## config.mk

```make
export PLATFORM = sky130hd
export DESIGN_NAME = go_back_n_sender_window
export DESIGN_NICKNAME = d
export VERILOG_FILES = /design/src/sv/gbn_pkg.sv /design/src/sv/gbn_ram.sv /design/src/sv/go_back_n_sender_window.sv
export SDC_FILE = /design/constraint.sdc
export NUM_CORES = 1
export LEC_CHECK = 0
export BUFFER_PORTS_ARGS = -buffer_cell sky130_fd_sc_hd__buf_2
export CAP_MARGIN = 15
export CORE_MARGIN = 5
export CORE_UTILIZATION = 23
export DETAILED_ROUTE_END_ITERATION = 10
export RECOVER_POWER = 25
export REMOVE_ABC_BUFFERS = 1
export SYNTH_ARGS = -nofsm -noshare
export SYNTH_HDL_FRONTEND = slang
export SYNTH_SLANG_ARGS = --single-unit
```

## constraint.sdc

```tcl
create_clock -name clock -period 4.55 [get_ports clock]
set_clock_uncertainty 0.15 [all_clocks]
set_input_delay 0.91 -clock clock [delete_from_list [all_inputs] [get_ports clock]]
set_output_delay 0.91 -clock clock [all_outputs]
set_load 0.01 [all_outputs]
```

## src/sv/gbn_pkg.sv

```systemverilog
// ----------------------------------------------------------------------------
// gbn_pkg
// Field widths and code values shared by the sender window and its checker.
// ----------------------------------------------------------------------------
package gbn_pkg;

   // Field widths
   localparam int OP_W     = 2;
   localparam int HANDLE_W = 10;
   localparam int SEQ_W    = 8;
   localparam int LIMIT_W  = 4;
   localparam int TIMER_W  = 2;

   // Window limit after reset
   localparam logic [LIMIT_W-1:0] LIMIT_RESET = 4'd8;

   // Operation codes
   localparam logic [OP_W-1:0] OP_QUEUE   = 2'd0;
   localparam logic [OP_W-1:0] OP_ACK     = 2'd1;
   localparam logic [OP_W-1:0] OP_TIMEOUT = 2'd2;

   // Timer action codes
   localparam logic [TIMER_W-1:0] TMR_LEAVE = 2'd0;
   localparam logic [TIMER_W-1:0] TMR_START = 2'd1;
   localparam logic [TIMER_W-1:0] TMR_STOP  = 2'd2;

endpackage

```

## src/sv/gbn_ram.sv

```systemverilog
// ----------------------------------------------------------------------------
// gbn_ram
// Generic single-write, single-read synchronous RAM with registered read data.
// ----------------------------------------------------------------------------
module gbn_ram #(
   parameter int WIDTH = 10,
   parameter int DEPTH = 16,
   localparam int AW = (DEPTH > 1) ? $clog2(DEPTH) : 1
) (
   input  logic             clock,
   input  logic             wr_en,
   input  logic [AW-1:0]    wr_addr,
   input  logic [WIDTH-1:0] wr_data,
   input  logic             rd_en,
   input  logic [AW-1:0]    rd_addr,
   output logic [WIDTH-1:0] rd_data
);

   logic [WIDTH-1:0] mem_ff [DEPTH];
   logic [WIDTH-1:0] rd_data_ff;

   // Write port and registered read port
   always_ff @(posedge clock) begin
      if (wr_en) begin
         mem_ff[wr_addr] <= wr_data;
      end
      if (rd_en) begin
         rd_data_ff <= mem_ff[rd_addr];
      end
   end

   assign rd_data = rd_data_ff;

endmodule

```

## src/sv/go_back_n_sender_window.sv

```systemverilog
// ----------------------------------------------------------------------------
// go_back_n_sender_window
// Go-back-N sender window: packet queue, cumulative acks, timeout resends.
// ----------------------------------------------------------------------------
// An item is taken when start is high and busy is low. A queue item or a good
// acknowledgement sends N packets, N being at most the window limit; a timeout
// resends the F packets in flight. A bad-checksum ack, an unused operation code
// or a timeout with nothing in flight gives one empty result from idle. Each
// packet passes the registered read of the pending-queue or slot memory, one
// packet per cycle, and then the output register. Results leave at one per
// cycle with no gaps inside an item, each on the rsp_ ports for exactly one
// cycle with rsp_strobe high; the receiver cannot stall them, so it must take
// every beat. The user must write window_limit through csr_we/csr_wdata only
// while the block is idle; the block itself does not enforce it.
// ----------------------------------------------------------------------------
module go_back_n_sender_window #(
   parameter int WINDOW_SIZE   = 8,
   parameter int SEQ_MODULUS   = 16,
   parameter int PENDING_DEPTH = 16
) (
   input  logic                             clock,
   input  logic                             reset,
   // request channel
   input  logic                             start,
   output logic                             busy,
   input  logic [gbn_pkg::OP_W-1:0]         req_operation,
   input  logic [gbn_pkg::HANDLE_W-1:0]     req_packet_handle,
   input  logic [gbn_pkg::SEQ_W-1:0]        req_ack_number,
   input  logic                             req_checksum_ok,
   // result channel
   output logic                             rsp_strobe,
   output logic                             rsp_send_valid,
   output logic [gbn_pkg::HANDLE_W-1:0]     rsp_send_handle,
   output logic [gbn_pkg::SEQ_W-1:0]        rsp_send_seq,
   output logic                             rsp_is_retransmit,
   output logic [gbn_pkg::TIMER_W-1:0]      rsp_timer_action,
   output logic                             rsp_dropped_full,
   output logic                             rsp_last,
   // configuration
   input  logic                             csr_we,
   input  logic [gbn_pkg::LIMIT_W-1:0]      csr_wdata
);

   // Derived sizes
   localparam int LIM_CAP = (WINDOW_SIZE < SEQ_MODULUS - 1) ? WINDOW_SIZE : SEQ_MODULUS - 1;
   localparam int IF_W    = $clog2(LIM_CAP + 1);
   localparam int SLOT_AW = (WINDOW_SIZE > 1) ? $clog2(WINDOW_SIZE) : 1;
   localparam int PQ_AW   = $clog2(PENDING_DEPTH);
   localparam int PQ_CW   = $clog2(PENDING_DEPTH + 1);
   localparam int MOD_W   = gbn_pkg::SEQ_W + 1;
   localparam int HW      = gbn_pkg::HANDLE_W;
   localparam int SW      = gbn_pkg::SEQ_W;

   localparam logic [MOD_W-1:0]   MOD_C   = MOD_W'(SEQ_MODULUS);
   localparam logic [MOD_W-1:0]   CAP_C   = MOD_W'(LIM_CAP);
   localparam logic [SLOT_AW:0]   WIN_C   = (SLOT_AW + 1)'(WINDOW_SIZE);
   localparam logic [PQ_AW-1:0]   PQ_LAST = PQ_AW'(PENDING_DEPTH - 1);
   localparam logic [PQ_CW-1:0]   PQ_FULL = PQ_CW'(PENDING_DEPTH);

   typedef enum logic [1:0] {
      ST_IDLE,
      ST_SEND,
      ST_RETX
   } state_type;

   // Sequence number plus offset, modulo SEQ_MODULUS (sum stays below twice it)
   function automatic logic [SW-1:0] seq_add(input logic [SW-1:0] base,
                                             input logic [MOD_W-1:0] k);
      logic [MOD_W-1:0] sum;
      sum = {1'b0, base} + k;
      if (sum >= MOD_C) begin
         sum = sum - MOD_C;
      end
      return sum[SW-1:0];
   endfunction

   // Slot ring index plus offset, modulo WINDOW_SIZE
   function automatic logic [SLOT_AW-1:0] slot_add(input logic [SLOT_AW-1:0] base,
                                                   input logic [IF_W-1:0] k);
      logic [SLOT_AW:0] sum;
      sum = (SLOT_AW + 1)'(base) + (SLOT_AW + 1)'(k);
      if (sum >= WIN_C) begin
         sum = sum - WIN_C;
      end
      return sum[SLOT_AW-1:0];
   endfunction

   // Control state
   state_type                     state_ff, state_in;
   logic [gbn_pkg::LIMIT_W-1:0]   limit_ff, limit_in;
   logic [SW-1:0]                 base_ff, base_in;
   logic [SW-1:0]                 nseq_ff, nseq_in;
   logic [IF_W-1:0]               infl_ff, infl_in;
   logic [SLOT_AW-1:0]            sbase_ff, sbase_in;
   logic [PQ_AW-1:0]              head_ff, head_in;
   logic [PQ_AW-1:0]              tail_ff, tail_in;
   logic [PQ_CW-1:0]              cnt_ff, cnt_in;
   logic [IF_W-1:0]               idx_ff, idx_in;
   logic                          freed_ff, freed_in;
   logic                          empty0_ff, empty0_in;
   logic                          drop_ff, drop_in;

   // Memory read stage
   logic                          stg_vld_ff, stg_vld_in;
   logic                          stg_retx_ff, stg_retx_in;
   logic [SW-1:0]                 stg_seq_ff, stg_seq_in;
   logic [SLOT_AW-1:0]            stg_slot_ff, stg_slot_in;
   logic                          stg_last_ff, stg_last_in;
   logic [gbn_pkg::TIMER_W-1:0]   stg_timer_ff, stg_timer_in;
   logic                          stg_drop_ff, stg_drop_in;

   // Result register
   logic                          rsp_strobe_ff, rsp_strobe_in;
   logic                          rsp_valid_ff, rsp_valid_in;
   logic [HW-1:0]                 rsp_handle_ff, rsp_handle_in;
   logic [SW-1:0]                 rsp_seq_ff, rsp_seq_in;
   logic                          rsp_retx_ff, rsp_retx_in;
   logic [gbn_pkg::TIMER_W-1:0]   rsp_timer_ff, rsp_timer_in;
   logic                          rsp_drop_ff, rsp_drop_in;
   logic                          rsp_last_ff, rsp_last_in;

   // Memory ports
   logic                          pq_we, pq_re;
   logic [HW-1:0]                 pq_rdata;
   logic                          slot_we, slot_re;
   logic [SLOT_AW-1:0]            slot_raddr;
   logic [HW-1:0]                 slot_rdata;

   // Window arithmetic
   logic                          accept;
   logic [MOD_W-1:0]              lim_raw, lim_eff, infl_x, ack_x, dist_raw, ack_dist, freed;
   logic                          ack_hit, can_send, more_after;
   logic [IF_W-1:0]               infl_after_ack;

   assign busy   = (state_ff != ST_IDLE) || stg_vld_ff;
   assign accept = start && !busy;

   // Effective window limit: zero acts as one, capped at the window size and at the modulus minus one
   always_comb begin
      lim_raw = MOD_W'(limit_ff);
      lim_eff = lim_raw;
      if (lim_raw == '0) begin
         lim_eff = MOD_W'(1);
      end else if (lim_raw > CAP_C) begin
         lim_eff = CAP_C;
      end
   end

   assign infl_x     = MOD_W'(infl_ff);
   assign can_send   = (infl_x < lim_eff) && (cnt_ff != '0);
   assign more_after = ((infl_x + MOD_W'(1)) < lim_eff) && (cnt_ff > PQ_CW'(1));

   // Cumulative ack: circular distance from the window base
   assign ack_x    = {1'b0, req_ack_number};
   assign dist_raw = ack_x + MOD_C - {1'b0, base_ff};
   assign ack_dist = (dist_raw >= MOD_C) ? dist_raw - MOD_C : dist_raw;
   assign ack_hit  = (ack_x < MOD_C) && (ack_dist < infl_x);
   assign freed    = ack_dist + MOD_W'(1);
   assign infl_after_ack = infl_ff - IF_W'(freed);

   // Next-state logic
   always_comb begin
      state_in     = state_ff;
      limit_in     = limit_ff;
      base_in      = base_ff;
      nseq_in      = nseq_ff;
      infl_in      = infl_ff;
      sbase_in     = sbase_ff;
      head_in      = head_ff;
      tail_in      = tail_ff;
      cnt_in       = cnt_ff;
      idx_in       = idx_ff;
      freed_in     = freed_ff;
      empty0_in    = empty0_ff;
      drop_in      = drop_ff;

      stg_vld_in   = 1'b0;
      stg_retx_in  = stg_retx_ff;
      stg_seq_in   = stg_seq_ff;
      stg_slot_in  = stg_slot_ff;
      stg_last_in  = stg_last_ff;
      stg_timer_in = stg_timer_ff;
      stg_drop_in  = stg_drop_ff;

      rsp_strobe_in = 1'b0;
      rsp_valid_in  = rsp_valid_ff;
      rsp_handle_in = rsp_handle_ff;
      rsp_seq_in    = rsp_seq_ff;
      rsp_retx_in   = rsp_retx_ff;
      rsp_timer_in  = rsp_timer_ff;
      rsp_drop_in   = rsp_drop_ff;
      rsp_last_in   = rsp_last_ff;

      pq_we      = 1'b0;
      pq_re      = 1'b0;
      slot_re    = 1'b0;
      slot_raddr = slot_add(sbase_ff, idx_ff);

      if (csr_we) begin
         limit_in = csr_wdata;
      end

      unique case (state_ff)
         ST_IDLE: begin
            if (accept) begin
               // Default: a lone empty result that closes the item
               rsp_valid_in  = 1'b0;
               rsp_handle_in = '0;
               rsp_seq_in    = '0;
               rsp_retx_in   = 1'b0;
               rsp_timer_in  = gbn_pkg::TMR_LEAVE;
               rsp_drop_in   = 1'b0;
               rsp_last_in   = 1'b1;
               unique case (req_operation)
                  gbn_pkg::OP_QUEUE: begin
                     freed_in  = 1'b0;
                     empty0_in = (infl_ff == '0);
                     if (cnt_ff == PQ_FULL) begin
                        drop_in = 1'b1;
                     end else begin
                        drop_in = 1'b0;
                        pq_we   = 1'b1;
                        tail_in = (tail_ff == PQ_LAST) ? '0 : tail_ff + PQ_AW'(1);
                        cnt_in  = cnt_ff + PQ_CW'(1);
                     end
                     state_in = ST_SEND;
                  end
                  gbn_pkg::OP_ACK: begin
                     if (req_checksum_ok) begin
                        drop_in  = 1'b0;
                        freed_in = ack_hit;
                        if (ack_hit) begin
                           infl_in   = infl_after_ack;
                           base_in   = seq_add(req_ack_number, MOD_W'(1));
                           sbase_in  = slot_add(sbase_ff, IF_W'(freed));
                           empty0_in = (infl_after_ack == '0);
                        end else begin
                           empty0_in = (infl_ff == '0);
                        end
                        state_in = ST_SEND;
                     end else begin
                        rsp_strobe_in = 1'b1;
                     end
                  end
                  gbn_pkg::OP_TIMEOUT: begin
                     if (infl_ff == '0) begin
                        rsp_strobe_in = 1'b1;
                     end else begin
                        idx_in   = '0;
                        state_in = ST_RETX;
                     end
                  end
                  default: begin
                     rsp_strobe_in = 1'b1;
                  end
               endcase
            end
         end

         ST_SEND: begin
            if (can_send) begin
               // Pop the queue head; its handle arrives next cycle
               pq_re        = 1'b1;
               head_in      = (head_ff == PQ_LAST) ? '0 : head_ff + PQ_AW'(1);
               cnt_in       = cnt_ff - PQ_CW'(1);
               infl_in      = infl_ff + IF_W'(1);
               nseq_in      = seq_add(nseq_ff, MOD_W'(1));
               stg_vld_in   = 1'b1;
               stg_retx_in  = 1'b0;
               stg_seq_in   = nseq_ff;
               stg_slot_in  = slot_add(sbase_ff, infl_ff);
               stg_last_in  = !more_after;
               stg_timer_in = (!more_after && (freed_ff || empty0_ff)) ?
                              gbn_pkg::TMR_START : gbn_pkg::TMR_LEAVE;
               stg_drop_in  = !more_after && drop_ff;
               if (!more_after) begin
                  state_in = ST_IDLE;
               end
            end else begin
               // Nothing to send: one empty closing result
               rsp_strobe_in = 1'b1;
               rsp_valid_in  = 1'b0;
               rsp_handle_in = '0;
               rsp_seq_in    = '0;
               rsp_retx_in   = 1'b0;
               rsp_drop_in   = drop_ff;
               rsp_last_in   = 1'b1;
               if (freed_ff) begin
                  rsp_timer_in = (infl_ff == '0) ? gbn_pkg::TMR_STOP : gbn_pkg::TMR_START;
               end else begin
                  rsp_timer_in = gbn_pkg::TMR_LEAVE;
               end
               state_in = ST_IDLE;
            end
         end

         ST_RETX: begin
            // Resend frames in flight, oldest first
            slot_re      = 1'b1;
            stg_vld_in   = 1'b1;
            stg_retx_in  = 1'b1;
            stg_seq_in   = seq_add(base_ff, MOD_W'(idx_ff));
            stg_last_in  = (idx_ff == infl_ff - IF_W'(1));
            stg_timer_in = (idx_ff == infl_ff - IF_W'(1)) ?
                           gbn_pkg::TMR_START : gbn_pkg::TMR_LEAVE;
            stg_drop_in  = 1'b0;
            idx_in       = idx_ff + IF_W'(1);
            if (idx_ff == infl_ff - IF_W'(1)) begin
               state_in = ST_IDLE;
            end
         end

         default: begin
            state_in = ST_IDLE;
         end
      endcase

      // Read stage: memory data is back, build the send beat
      if (stg_vld_ff) begin
         rsp_strobe_in = 1'b1;
         rsp_valid_in  = 1'b1;
         rsp_handle_in = stg_retx_ff ? slot_rdata : pq_rdata;
         rsp_seq_in    = stg_seq_ff;
         rsp_retx_in   = stg_retx_ff;
         rsp_timer_in  = stg_timer_ff;
         rsp_drop_in   = stg_drop_ff;
         rsp_last_in   = stg_last_ff;
      end
   end

   // New sends record their handle in the slot ring
   assign slot_we = stg_vld_ff && !stg_retx_ff;

   // State and registered outputs
   always_ff @(posedge clock) begin
      if (reset) begin
         state_ff      <= ST_IDLE;
         limit_ff      <= gbn_pkg::LIMIT_RESET;
         base_ff       <= '0;
         nseq_ff       <= '0;
         infl_ff       <= '0;
         sbase_ff      <= '0;
         head_ff       <= '0;
         tail_ff       <= '0;
         cnt_ff        <= '0;
         stg_vld_ff    <= 1'b0;
         rsp_strobe_ff <= 1'b0;
      end else begin
         state_ff      <= state_in;
         limit_ff      <= limit_in;
         base_ff       <= base_in;
         nseq_ff       <= nseq_in;
         infl_ff       <= infl_in;
         sbase_ff      <= sbase_in;
         head_ff       <= head_in;
         tail_ff       <= tail_in;
         cnt_ff        <= cnt_in;
         stg_vld_ff    <= stg_vld_in;
         rsp_strobe_ff <= rsp_strobe_in;
      end
      idx_ff        <= idx_in;
      freed_ff      <= freed_in;
      empty0_ff     <= empty0_in;
      drop_ff       <= drop_in;
      stg_retx_ff   <= stg_retx_in;
      stg_seq_ff    <= stg_seq_in;
      stg_slot_ff   <= stg_slot_in;
      stg_last_ff   <= stg_last_in;
      stg_timer_ff  <= stg_timer_in;
      stg_drop_ff   <= stg_drop_in;
      rsp_valid_ff  <= rsp_valid_in;
      rsp_handle_ff <= rsp_handle_in;
      rsp_seq_ff    <= rsp_seq_in;
      rsp_retx_ff   <= rsp_retx_in;
      rsp_timer_ff  <= rsp_timer_in;
      rsp_drop_ff   <= rsp_drop_in;
      rsp_last_ff   <= rsp_last_in;
   end

   // Pending packet queue
   gbn_ram #(
      .WIDTH (HW),
      .DEPTH (PENDING_DEPTH)
   ) u_pending_ram (
      .clock   (clock),
      .wr_en   (pq_we),
      .wr_addr (tail_ff),
      .wr_data (req_packet_handle),
      .rd_en   (pq_re),
      .rd_addr (head_ff),
      .rd_data (pq_rdata)
   );

   // Handles of frames in flight, ring indexed from the slot base
   gbn_ram #(
      .WIDTH (HW),
      .DEPTH (WINDOW_SIZE)
   ) u_slot_ram (
      .clock   (clock),
      .wr_en   (slot_we),
      .wr_addr (stg_slot_ff),
      .wr_data (pq_rdata),
      .rd_en   (slot_re),
      .rd_addr (slot_raddr),
      .rd_data (slot_rdata)
   );

   assign rsp_strobe        = rsp_strobe_ff;
   assign rsp_send_valid    = rsp_valid_ff;
   assign rsp_send_handle   = rsp_handle_ff;
   assign rsp_send_seq      = rsp_seq_ff;
   assign rsp_is_retransmit = rsp_retx_ff;
   assign rsp_timer_action  = rsp_timer_ff;
   assign rsp_dropped_full  = rsp_drop_ff;
   assign rsp_last          = rsp_last_ff;

endmodule

```

* After elaboration in Yosys (flattened, before gate mapping) *
Memory sizes are Yosys's and may differ from the RTL's. A register that Yosys moved wholly into a read port is not among the register bits.
Cells that the tools add are included.

word-level totals
  bits in writable memories = 240
  flip-flop bits (word level) = 91
  output and inout bits = 26
  input bits = 29
  word-level logic and storage cells = 229
  memories kept = 2

memories
  memory                words  bits a word  rd ports  clocked after memory_dff  write ports  RTL line       source
  u_pending_ram.mem_ff  16     10           1         1                         1            gbn_ram.sv:19  logic [WIDTH-1:0] mem_ff [DEPTH];
  u_slot_ram.mem_ff     8      10           1         1                         1            gbn_ram.sv:19

operators by class
  add/subtract/negate cells = 25
  eq/ne operators = 26
  order comparisons = 13
  bitwise logic cells = 1
  muxes and demuxes = 99
  reductions and logical operators = 35

operators by type and width
  operator                                                                number
  8-bit two-way mux                                                       7
  4-bit two-way mux                                                       12
  10-bit two-way mux                                                      4
  9-bit by 5-bit >= comparator with 1-bit output (second input constant)  4
  1-bit two-way mux                                                       34
  8-bit one-hot mux with 2 select lines                                   2
  2-bit two-way mux                                                       12
  8-bit by 5-bit subtractor with 8-bit output (second input constant)     3
  1-bit one-hot mux with 2 select lines                                   11
  4-bit by 1-bit adder with 4-bit output (second input constant)          5
  5-bit two-way mux                                                       4
  10-bit one-hot mux with 2 select lines                                  1
  8-bit by 1-bit adder with 9-bit output (second input constant)          2
  2-bit inequality test (second input constant)                           9
  4-bit one-hot mux with 2 select lines                                   2
  3-bit inequality test (second input constant)                           5
  3-bit by 4-bit adder with 4-bit output                                  3
  4-bit >= comparator (second input constant)                             3
  4-bit logical NOT                                                       3
  2-bit one-hot mux with 3 select lines                                   2
  4-bit AND reduction                                                     3
  6-bit AND reduction                                                     2
  5-bit one-hot mux with 2 select lines                                   1
  5-bit AND reduction                                                     2
  37 further kinds                                                        63

* Longest topological paths before layout *
Gate-level depths: netlist (run 1).

  word-level depth = 11
  depth in mapped cells = 15
  gate-level depth less buffers = 14

* By module *
Synthesis (run 1) repeated with hierarchy kept, for this count alone.

unflattened totals
  cell total of the unflattened synthesis = 1061
  area, all modules = 15944.0 sq um

by module, submodules not included
  module                    area an instance (sq um)  sequential area each (sq um)  cells each  times used
  gbn_ram at u_pending_ram  6453.7                    5104.9                        279         1
  go_back_n_sender_window   6057.1                    2252.2                        644         1
  gbn_ram at u_slot_ram     3433.3                    2702.6                        138         1

* Least setup slack after synthesis (run 1) *
No wires, ideal clock.

  path kind = input port to flip-flop
  from = in req_ack_number[1] (netlist bit)
  to = reg sbase_ff[1]
  data arrival time = 3.990 ns
  stages on the path = 13
  data required time = 4.272 ns
  setup time = 0.128 ns
  slack = 0.283 ns
  cells stage by stage = ha_1 > ha_1 > inv_1 > fa_1 > xnor2_1 > ha_1 > a2111oi_4 > nand4_2 > or4_4 > a211oi_4 > buf_6 > mux2i_1 > nor2_1

on the way
  longest elaborated chain between the ends = 8
  elaborated cells on any way between the ends = 14

RTL lines
  element                                                                                                               RTL line                                                      source
  start: declaration                                                                                                    go_back_n_sender_window.sv:28                                 input logic [gbn_pkg::SEQ_W-1:0] req_ack_number,
  8-bit by 5-bit adder with 9-bit output                                                                                go_back_n_sender_window.sv:155                                assign dist_raw = ack_x + MOD_C - {1'b0, base_ff};
  9-bit by 8-bit subtractor with 9-bit output                                                                           go_back_n_sender_window.sv:155
  9-bit by 5-bit subtractor with 9-bit output / 9-bit by 5-bit >= comparator with 1-bit output (equally long branches)  go_back_n_sender_window.sv:156                                assign ack_dist = (dist_raw >= MOD_C) ? dist_raw - MOD_C : dist_raw;
  9-bit two-way mux                                                                                                     go_back_n_sender_window.sv:156
  4-bit by 1-bit adder with 4-bit output                                                                                go_back_n_sender_window.sv:158                                assign freed = ack_dist + MOD_W'(1);
  3-bit by 4-bit adder with 4-bit output                                                                                go_back_n_sender_window.sv:81                                 sum = (SLOT_AW + 1)'(base) + (SLOT_AW + 1)'(k);
  4-bit >= comparator / 3-bit by 1-bit subtractor with 3-bit output (equally long branches)                             go_back_n_sender_window.sv:82, go_back_n_sender_window.sv:83
  3-bit two-way mux                                                                                                     go_back_n_sender_window.sv:82                                 if (sum >= WIN_C) begin
  end signal: assignment                                                                                                go_back_n_sender_window.sv:354                                sbase_ff <= sbase_in;
  end: declaration                                                                                                      go_back_n_sender_window.sv:94                                 logic [SLOT_AW-1:0] sbase_ff, sbase_in;

Parallel ways exist; a longest one is shown, timed or not.
A chain may end at the register's enable or synchronous reset.

* Worst setup path after layout (run 1) *
  from = reg base_ff[1]
  to = reg base_ff[5]

on the way
  longest elaborated chain between the ends = 6
  elaborated cells on any way between the ends = 7

RTL lines
  element                                                                                                               RTL line                        source
  start: declaration                                                                                                    go_back_n_sender_window.sv:91   logic [SW-1:0] base_ff, base_in;
  start signal: assignment                                                                                              go_back_n_sender_window.sv:351  base_ff <= base_in;
  9-bit by 8-bit subtractor with 9-bit output (*)                                                                       go_back_n_sender_window.sv:155
  9-bit by 5-bit subtractor with 9-bit output / 9-bit by 5-bit >= comparator with 1-bit output (equally long branches)  go_back_n_sender_window.sv:156
  9-bit two-way mux (*)                                                                                                 go_back_n_sender_window.sv:156
  9-bit by 4-bit less-than comparator with 1-bit output (*)                                                             go_back_n_sender_window.sv:157  assign ack_hit = (ack_x < MOD_C) && (ack_dist < infl_x);
  1-bit logical AND (*)                                                                                                 go_back_n_sender_window.sv:157
  5-bit AND reduction (no line) (*)                                                                                     n/a

Mark *: on every way between the ends. The rest lies on a longest branch, timed or not.

==> out/results.txt, run 1 <==
CP Class = reg -> reg
Clock Latency Late Sink = 550 ps
first-pass GRT wire length = 53000 um
CTS max path bufs = 3
layout cells sized above 1 = 0.201
max frequency = 250 MHz
largest family of logic cells by synthesized area = multiplexers
Post-synth EDFFs = 305
CP Buf/Inv Count = 3
cts repair resizes = 0
top sig layer = met5
Yosys reg bits = 350
FFs w/ async S/R, synth = 0
Synth top area share = 0.580
routed length on met2 = 16700 um
simple-gate area share of the yosys netlist = 0.0780
most common cell after layout, fill and taps aside = edfxtp_1
Power Dens Cells = 394 nW/um^2
Nets = 1207
Core Region = 68300 sq um
endpoints failing setup = 0
Hold WC Path Type = reg -> reg
global route total overflow = 0
post-route cell area = 18400 sq um
Synth Flop Type = edfxtp_1
# fillers = 6859
setup bufs post-CTS = 0
CTS buffer count = 36
Worst Setup SP = base_ff[1]$_SDFFE_PP0P_
I/O pins = 55
hold_sp = nseq_ff[5]$_SDFFE_PP0P_
crit path cell chain = inv_1, ha_1, ha_1, inv_1, fa_1, xnor2_1, ha_1, a2111oi_4, nand4_2, or4_4, a211oi_4, buf_12, nor2_1, a22o_1
most frequent cells in the layout = 305 x edfxtp_1, 70 x mux4_2, 64 x nor2_1
Routed WL = 33700 um
Max-Cap Viols = 0
Max stage delay on crit path = 540 ps
Mean Syn Cell Area = 15.3 sq um
largest area contributor in the netlist = edfxtp_1
fin. max-slew vios = 0
Static Leakage = 6.07 nW
final hold vios = 0
drc violations = 0
Post-DP HPWL = 22700 um
post-route setup TNS = 0 ps
Worst Setup Start Kind = flop
Met3 Wirelength = 1740 um
Placed Area = 17300 sq um
RD Place Congestion = 0.776
port bufs = 54
length of the first detailed-routing pass in iterations = 5
adder-cell share of the synthesized area = 0.0552
Worst slew margin = 0.327
largest net degree at the start of global routing = 46
Wirelength per Cell = 16.7 um
Yosys cell types = 66
fin crit period = 4000 ps
std cell rows = 96
htree depth = 2
XOR/XNOR share of the synthesized area = 0.0250
Initial Util = 0.231
crit-path max FO = 15
Vias = 8739
largest cells by area after synthesis = edfxtp_1 58%, mux4_2 10%, dfxtp_1 5.7%
die area = 74000 sq um
VDD IR max = 0.220 mV
CTS tree = done
vias per inst = 4.33
CP arrival = 4290 ps
PnR Total Power = 7.23 mW
status = completed
CP max-delay cell = or4_4
Layout area overhead = 16.3%
hold buffer count at cts = 0
kind of end point of the critical path = flop
# clock sinks = 350
post-synthesis sequential area ratio = 0.637
worst r2r src = base_ff[1]$_SDFFE_PP0P_
Gate Count Post-Synth = 1031
Synth Area in Compound Gates = 0.0586
Clock Tree Root = clkbuf_16
Tightest Pin Transition = 1010 ps
initial detailed-routing violation count = 609
Clock transition at path regs = 70 ps
post-synthesis cell area = 15800 sq um
WL met1 = 14500 um
RSZ-0062 raised after global routing = false
final antenna-violating net count = 0
initial antenna violation count = 3
number of global-route vias before repair = 9021
Most common cell on crit path = ha_1
Die Y = 272 um
Final period util = 0.880
Die Wd = 272 um
CP Data Required Time = 4840 ps
crit-path leading delay family = adder cells
gr usage total = 0.0898
multiplexer area fraction after synthesis = 0.122
warnings from Yosys = 0
-- cell families after synthesis --
family / after synthesis
muxes: 104
buffers and inverters: 97
AOI/OAI and AO/OA: 130
adders and majority gates: 66
and+or+nand+nor: 239
xor gates and xnor gates: 45
DFF: 350
-- stage by stage --
step / setup slack (ps) / util / hold WS (ps) / cells
floorplan: 64.8 / - / 302 / 987
global placement: 70.3 / 0.252 / 324 / 1955
detailed placement: 8.23 / 0.252 / 328 / 1955
CTS: 513 / 0.268 / 335 / 2018
global route: 359 / 0.269 / 372 / 2019
finish: 546 / 0.269 / 337 / 2020
-- worst min-delay path, cell delays in order, from the launching register on --
cell and delay [ps]:
dfxtp_1 330, nand2_1 60, a21oi_1 50
-- cell type report --
type	instances	area (sq um)	area share
Multi-Input combinational cell	584	5360	0.292
Timing Repair Buffer	87	532	0.0290
Clock inverter	18	149	0.00811
Tap cell	882	1100	0.0601
Clock buffer	45	945	0.0515
Antenna cell	1	2.50	0.000136
Sequential cell	350	10100	0.548
Inverter	53	199	0.0108
-- worst paths after layout --
| check | end | slack [ps] | cells after the start |
|---|---|---|---|
| max reg2reg | base_ff[5]$_SDFFE_PP0P_ | 550 | 14 |
| min | nseq_ff[5]$_SDFFE_PP0P_ | 340 | 2 |
| min reg2reg | nseq_ff[5]$_SDFFE_PP0P_ | 340 | 2 |
| max | base_ff[5]$_SDFFE_PP0P_ | 550 | 14 |
-- routing by layer --
layer / global-route usage / up-vias
li1: - / 4113
met1: 0.115 / 4406
met2: 0.153 / 170
met3: 0.0186 / 48
met4: 0.0268 / 2
met5: 0 / -
-- report_power, final --
part	switching (mW)	internal [mW]	leakage (nW)
Combinational	0.474	0.313	2.42
Clock	1.23	1.49	0.516
Sequential	0.0844	3.64	3.14
-- flip-flops by register name, indices dropped and copies added, names as in the netlist, 2 cells and up --
| signal | flops |
|---|---|
| head_ff | 4 |
| rsp_timer_action | 2 |
| nseq_ff | 8 |
| limit_ff | 4 |
| stg_slot_ff | 3 |
| state_ff | 2 |
| cnt_ff | 5 |
| u_pending_ram.rd_data | 10 |
| infl_ff | 4 |
| rsp_send_seq | 8 |
| sbase_ff | 3 |
| u_slot_ram.mem_ff | 80 |
| base_ff | 8 |
| u_slot_ram.rd_data | 10 |
| tail_ff | 4 |
| rsp_send_handle | 10 |
| u_pending_ram.mem_ff | 160 |
| stg_seq_ff | 8 |
| idx_ff | 4 |
-- synthesized netlist by cell type (12+ instances only) --
cell type / n
a21oi_1: 30
and2_1: 12
buf_1: 12
clkbuf_1: 31
dfxtp_1: 45
edfxtp_1: 305
ha_1: 60
inv_1: 53
mux2_2: 12
mux2i_1: 22
mux4_2: 70
nand2_1: 45
nand2b_1: 13
nand3_1: 18
nor2_1: 64
nor2b_1: 17
nor3_1: 24
o21ai_0: 24
xnor2_1: 28
xor2_1: 17
No activity file was read; power rests on OpenSTA's default activity.
==> run 2, diff against run 1 <==
--- a/config.mk
+++ b/config.mk
@@ -14,4 +14,5 @@
 export REMOVE_ABC_BUFFERS = 1
 export SYNTH_ARGS = -nofsm -noshare
 export SYNTH_HDL_FRONTEND = slang
+export SYNTH_HIERARCHICAL = 1
 export SYNTH_SLANG_ARGS = --single-unit
==> run 2 against run 1 <==
Against the previous run:
- hold slack worse by 9.9 ps
- register-to-register slack better by 560 ps
- highest routed layer unchanged
- non-clock buffer count is 2 lower
- synthesized cell count is 2.9% higher
- worst setup slack better by 560 ps
- die area is 0.98% higher
- global-route usage hardly changed
- largest cell class unchanged
- first-iteration DRC count is 7.1% lower
- routed wire length is 1.2% higher
==> out/results.txt, run 2 <==
Tightest Pin Transition = 1150 ps (was 1010 ps)
CP arrival = 3680 ps (was 4290 ps)
post-synthesis sequential area ratio = 0.631 (was 0.637)
final hold vios = 0 (unchanged)
vias per inst = 4.31 (was 4.33)
cts repair resizes = 0 (unchanged)
gr usage total = 0.0895 (was 0.0898)
Clock Tree Root = clkbuf_16 (unchanged)
drc violations = 0 (unchanged)
hold buffer count at cts = 0 (unchanged)
Synth top area share = 0.574 (was 0.580)
power share of the combinational group = 0.099 (was 0.109)
length of the first detailed-routing pass in iterations = 5 (unchanged)
CTS tree = done (unchanged)
Static Leakage = 6.22 nW (was 6.07 nW)
Mean Syn Cell Area = 15.0 sq um (was 15.3 sq um)
Seq pwr share = 0.503 (was 0.515)
Worst slew margin = 0.228 (was 0.327)
Sw Pwr = 1.81 mW (was 1.79 mW)
met3 Track Usage GR = 0.0237 (was 0.0186)
most numerous cell in the Yosys netlist = edfxtp_1 (unchanged)
Yosys reg bits = 350 (unchanged)
Final period util = 0.757 (was 0.880)
port bufs = 54 (unchanged)
Power Dens Cells = 397 nW/um^2 (was 394 nW/um^2)
PnR Total Power = 7.37 mW (was 7.23 mW)
Gate Count Post-Synth = 1061 (was 1031)
status = completed (unchanged)
Die Y = 273 um (was 272 um)
most frequent cells in the layout = 305 x edfxtp_1, 68 x nor2_1, 57 x nand2_1, 57 x ha_1, 49 x inv_1 (was 305 x edfxtp_1, 70 x mux4_2, 64 x nor2_1)
post-synthesis cell area = 15900 sq um (was 15800 sq um)
first-pass GRT wire length = 53000 um (about the same)
initial detailed-routing violation count = 566 (was 609)
Clock Latency Late Sink = 560 ps (was 550 ps)
Post-synth EDFFs = 305 (unchanged)
Post-DP HPWL = 22800 um (was 22700 um)
Clock power frac = 0.398 (was 0.377)
CTS buffer count = 38 (was 36)
largest area contributor in the netlist = edfxtp_1 (unchanged)
CP Class = reg -> reg (unchanged)
Clock transition at path regs = 70 ps (about the same)
Worst Setup Start Kind = flop (unchanged)
setup bufs post-CTS = 0 (unchanged)
fin crit period = 3440 ps (was 4000 ps)
global route total overflow = 0 (unchanged)
largest net degree at the start of global routing = 45 (was 46)
fin. max-slew vios = 0 (unchanged)
Max-Cap Viols = 0 (unchanged)
endpoints failing setup = 0 (unchanged)
P_int = 5.56 mW (was 5.44 mW)
post-route setup TNS = 0 ps (unchanged)
Layout area overhead = 16.4% (was 16.3%)
final antenna-violating net count = 0 (unchanged)
Nets = 1233 (was 1207)
I/O pins = 55 (unchanged)
Top Registers = u_pending_ram/mem_ff (160), u_slot_ram/mem_ff (80) (was u_pending_ram.mem_ff (160), u_slot_ram.mem_ff (80))
die area = 74700 sq um (was 74000 sq um)
worst r2r src = idx_ff[0]$_SDFFCE_PN0P_ (was base_ff[1]$_SDFFE_PP0P_)
R2R Setup Slk = 1110 ps (was 550 ps)
initial antenna violation count = 1 (was 3)
RSZ-0062 raised after global routing = false (unchanged)
VDD IR max = 0.196 mV (was 0.220 mV)
GRT met2 Usage = 0.152 (was 0.153)
RD Place Congestion = 0.818 (was 0.776)
kind of end point of the critical path = flop (unchanged)
Die Wd = 273 um (was 272 um)
Wirelength per Cell = 16.2 um (was 16.7 um)
Vias = 9060 (was 8739)
# clock sinks = 350 (unchanged)
max reg flops = 160 (unchanged)
GR Util met1 = 0.112 (was 0.115)
Net Sw Frac = 0.245 (was 0.247)
Worst Setup SP = idx_ff[0]$_SDFFCE_PN0P_ (was base_ff[1]$_SDFFE_PP0P_)
max frequency = 290 MHz (was 250 MHz)
crit-path max FO = 6 (was 15)
GR peak layer = met2 (unchanged)
std cell rows = 96 (unchanged)
warnings from Yosys = 6 (was 0)
layout cells sized above 1 = 0.162 (was 0.201)
hold depth = 2 (unchanged)
Synth Flop Type = edfxtp_1 (unchanged)
Ant. Diodes = 0 (was 1)
Hold WC Path Type = reg -> reg (unchanged)
CTS max path bufs = 3 (unchanged)
Routed WL = 34100 um (was 33700 um)
hold_sp = rsp_send_valid$_SDFFE_PP1P_ (was nseq_ff[5]$_SDFFE_PP0P_)
CP Data Required Time = 4790 ps (was 4840 ps)
Biggest register = u_pending_ram/mem_ff (was u_pending_ram.mem_ff)
r2r worst-path depth = 15 (was 14)
htree depth = 2 (unchanged)
synth cell count leaders = 305 x edfxtp_1, 68 x nor2_1, 57 x ha_1, 57 x nand2_1, 49 x inv_1 (was 305 x edfxtp_1, 70 x mux4_2, 64 x nor2_1)
Core Region = 68700 sq um (was 68300 sq um)
Initial Util = 0.232 (was 0.231)
Yosys cell types = 74 (was 66)
number of global-route vias before repair = 9329 (was 9021)
smallest setup slack after layout = 1110 ps (was 546 ps)
worst slack at placement = 594 ps (was 8.23 ps)
most common cell after layout, fill and taps aside = edfxtp_1 (unchanged)
largest cells by area after synthesis = edfxtp_1 57%, dfxtp_1 5.7%, mux4_1 5.3% (was edfxtp_1 58%, mux4_2 10%, dfxtp_1 5.7%)
FFs w/ async S/R, synth = 0 (unchanged)
==> run 2: cell families after synthesis <==
family,share of synthesized area
flops,0.631
simple gates,0.0857
compound gates,0.0618
mux,0.118
buf+inv,0.0266
fa+ha+maj,0.0523
xor+xnor,0.0250
==> run 2: worst paths after layout <==
| check | to |
|---|---|
| worst max-delay path | stg_seq_ff[7]$_DFFE_PP_ |
| worst max register to register | stg_seq_ff[7]$_DFFE_PP_ |
| worst min register to register | rsp_send_valid$_SDFFE_PP1P_ |
| worst min-delay path | rsp_send_valid$_SDFFE_PP1P_ |
==> run 2: layout make-up <==
cell class                      instances  area (sq um)
Timing Repair Buffer                   85           490
Clock buffer                           49          1000
Inverter                               50           188
Sequential cell                       350         10100
Tap cell                              931          1160
Fill cell                            7016         50100
Clock inverter                         20           184
Multi-Input combinational cell        616          5470
==> run 2: worst max-delay path: stages, from the launching register on <==
cell	delay, ps
edfxtp_1	480
ha_1	240
inv_1	60
fa_1	410
nor2b_1	250
o21a_1	160
or2_2	160
xnor2_1	120
inv_1	90
ha_1	160
nand2_1	50
nor2_1	110
o21ai_0	130
o31a_1	310
a22o_1	210
a31oi_1	190
==> run 2: metrics by stage <==
| step | hold WS, ps | std cells | instance area (sq um) | util |
|---|---|---|---|---|
| after floorplan | 304 | 1016 | 15700 | - |
| after CTS | 331 | 2101 | 18600 | 0.270 |
| after global placement | 313 | 2032 | 17400 | 0.253 |
| final | 327 | 2101 | 18600 | 0.270 |
| after detailed placement | 321 | 2032 | 17400 | 0.253 |
| after global routing | 349 | 2101 | 18600 | 0.270 |
==> run 2: power by group through the flow <==
stage,Combinational [mW],Sequential [mW],Clock (mW)
final,0.731,3.71,2.93
after floorplan,0.419,3.79,0
after global placement,0.726,3.78,0
after detailed placement,0.741,3.78,0
after CTS,0.743,3.72,3.04
after global routing,0.810,3.73,3.17
==> run 2: layer usage <==
layer,wire (um),share of wire
met5,11,0.00032
met4,872,0.026
met3,1960,0.057
met2,16400,0.48
met1,14800,0.44
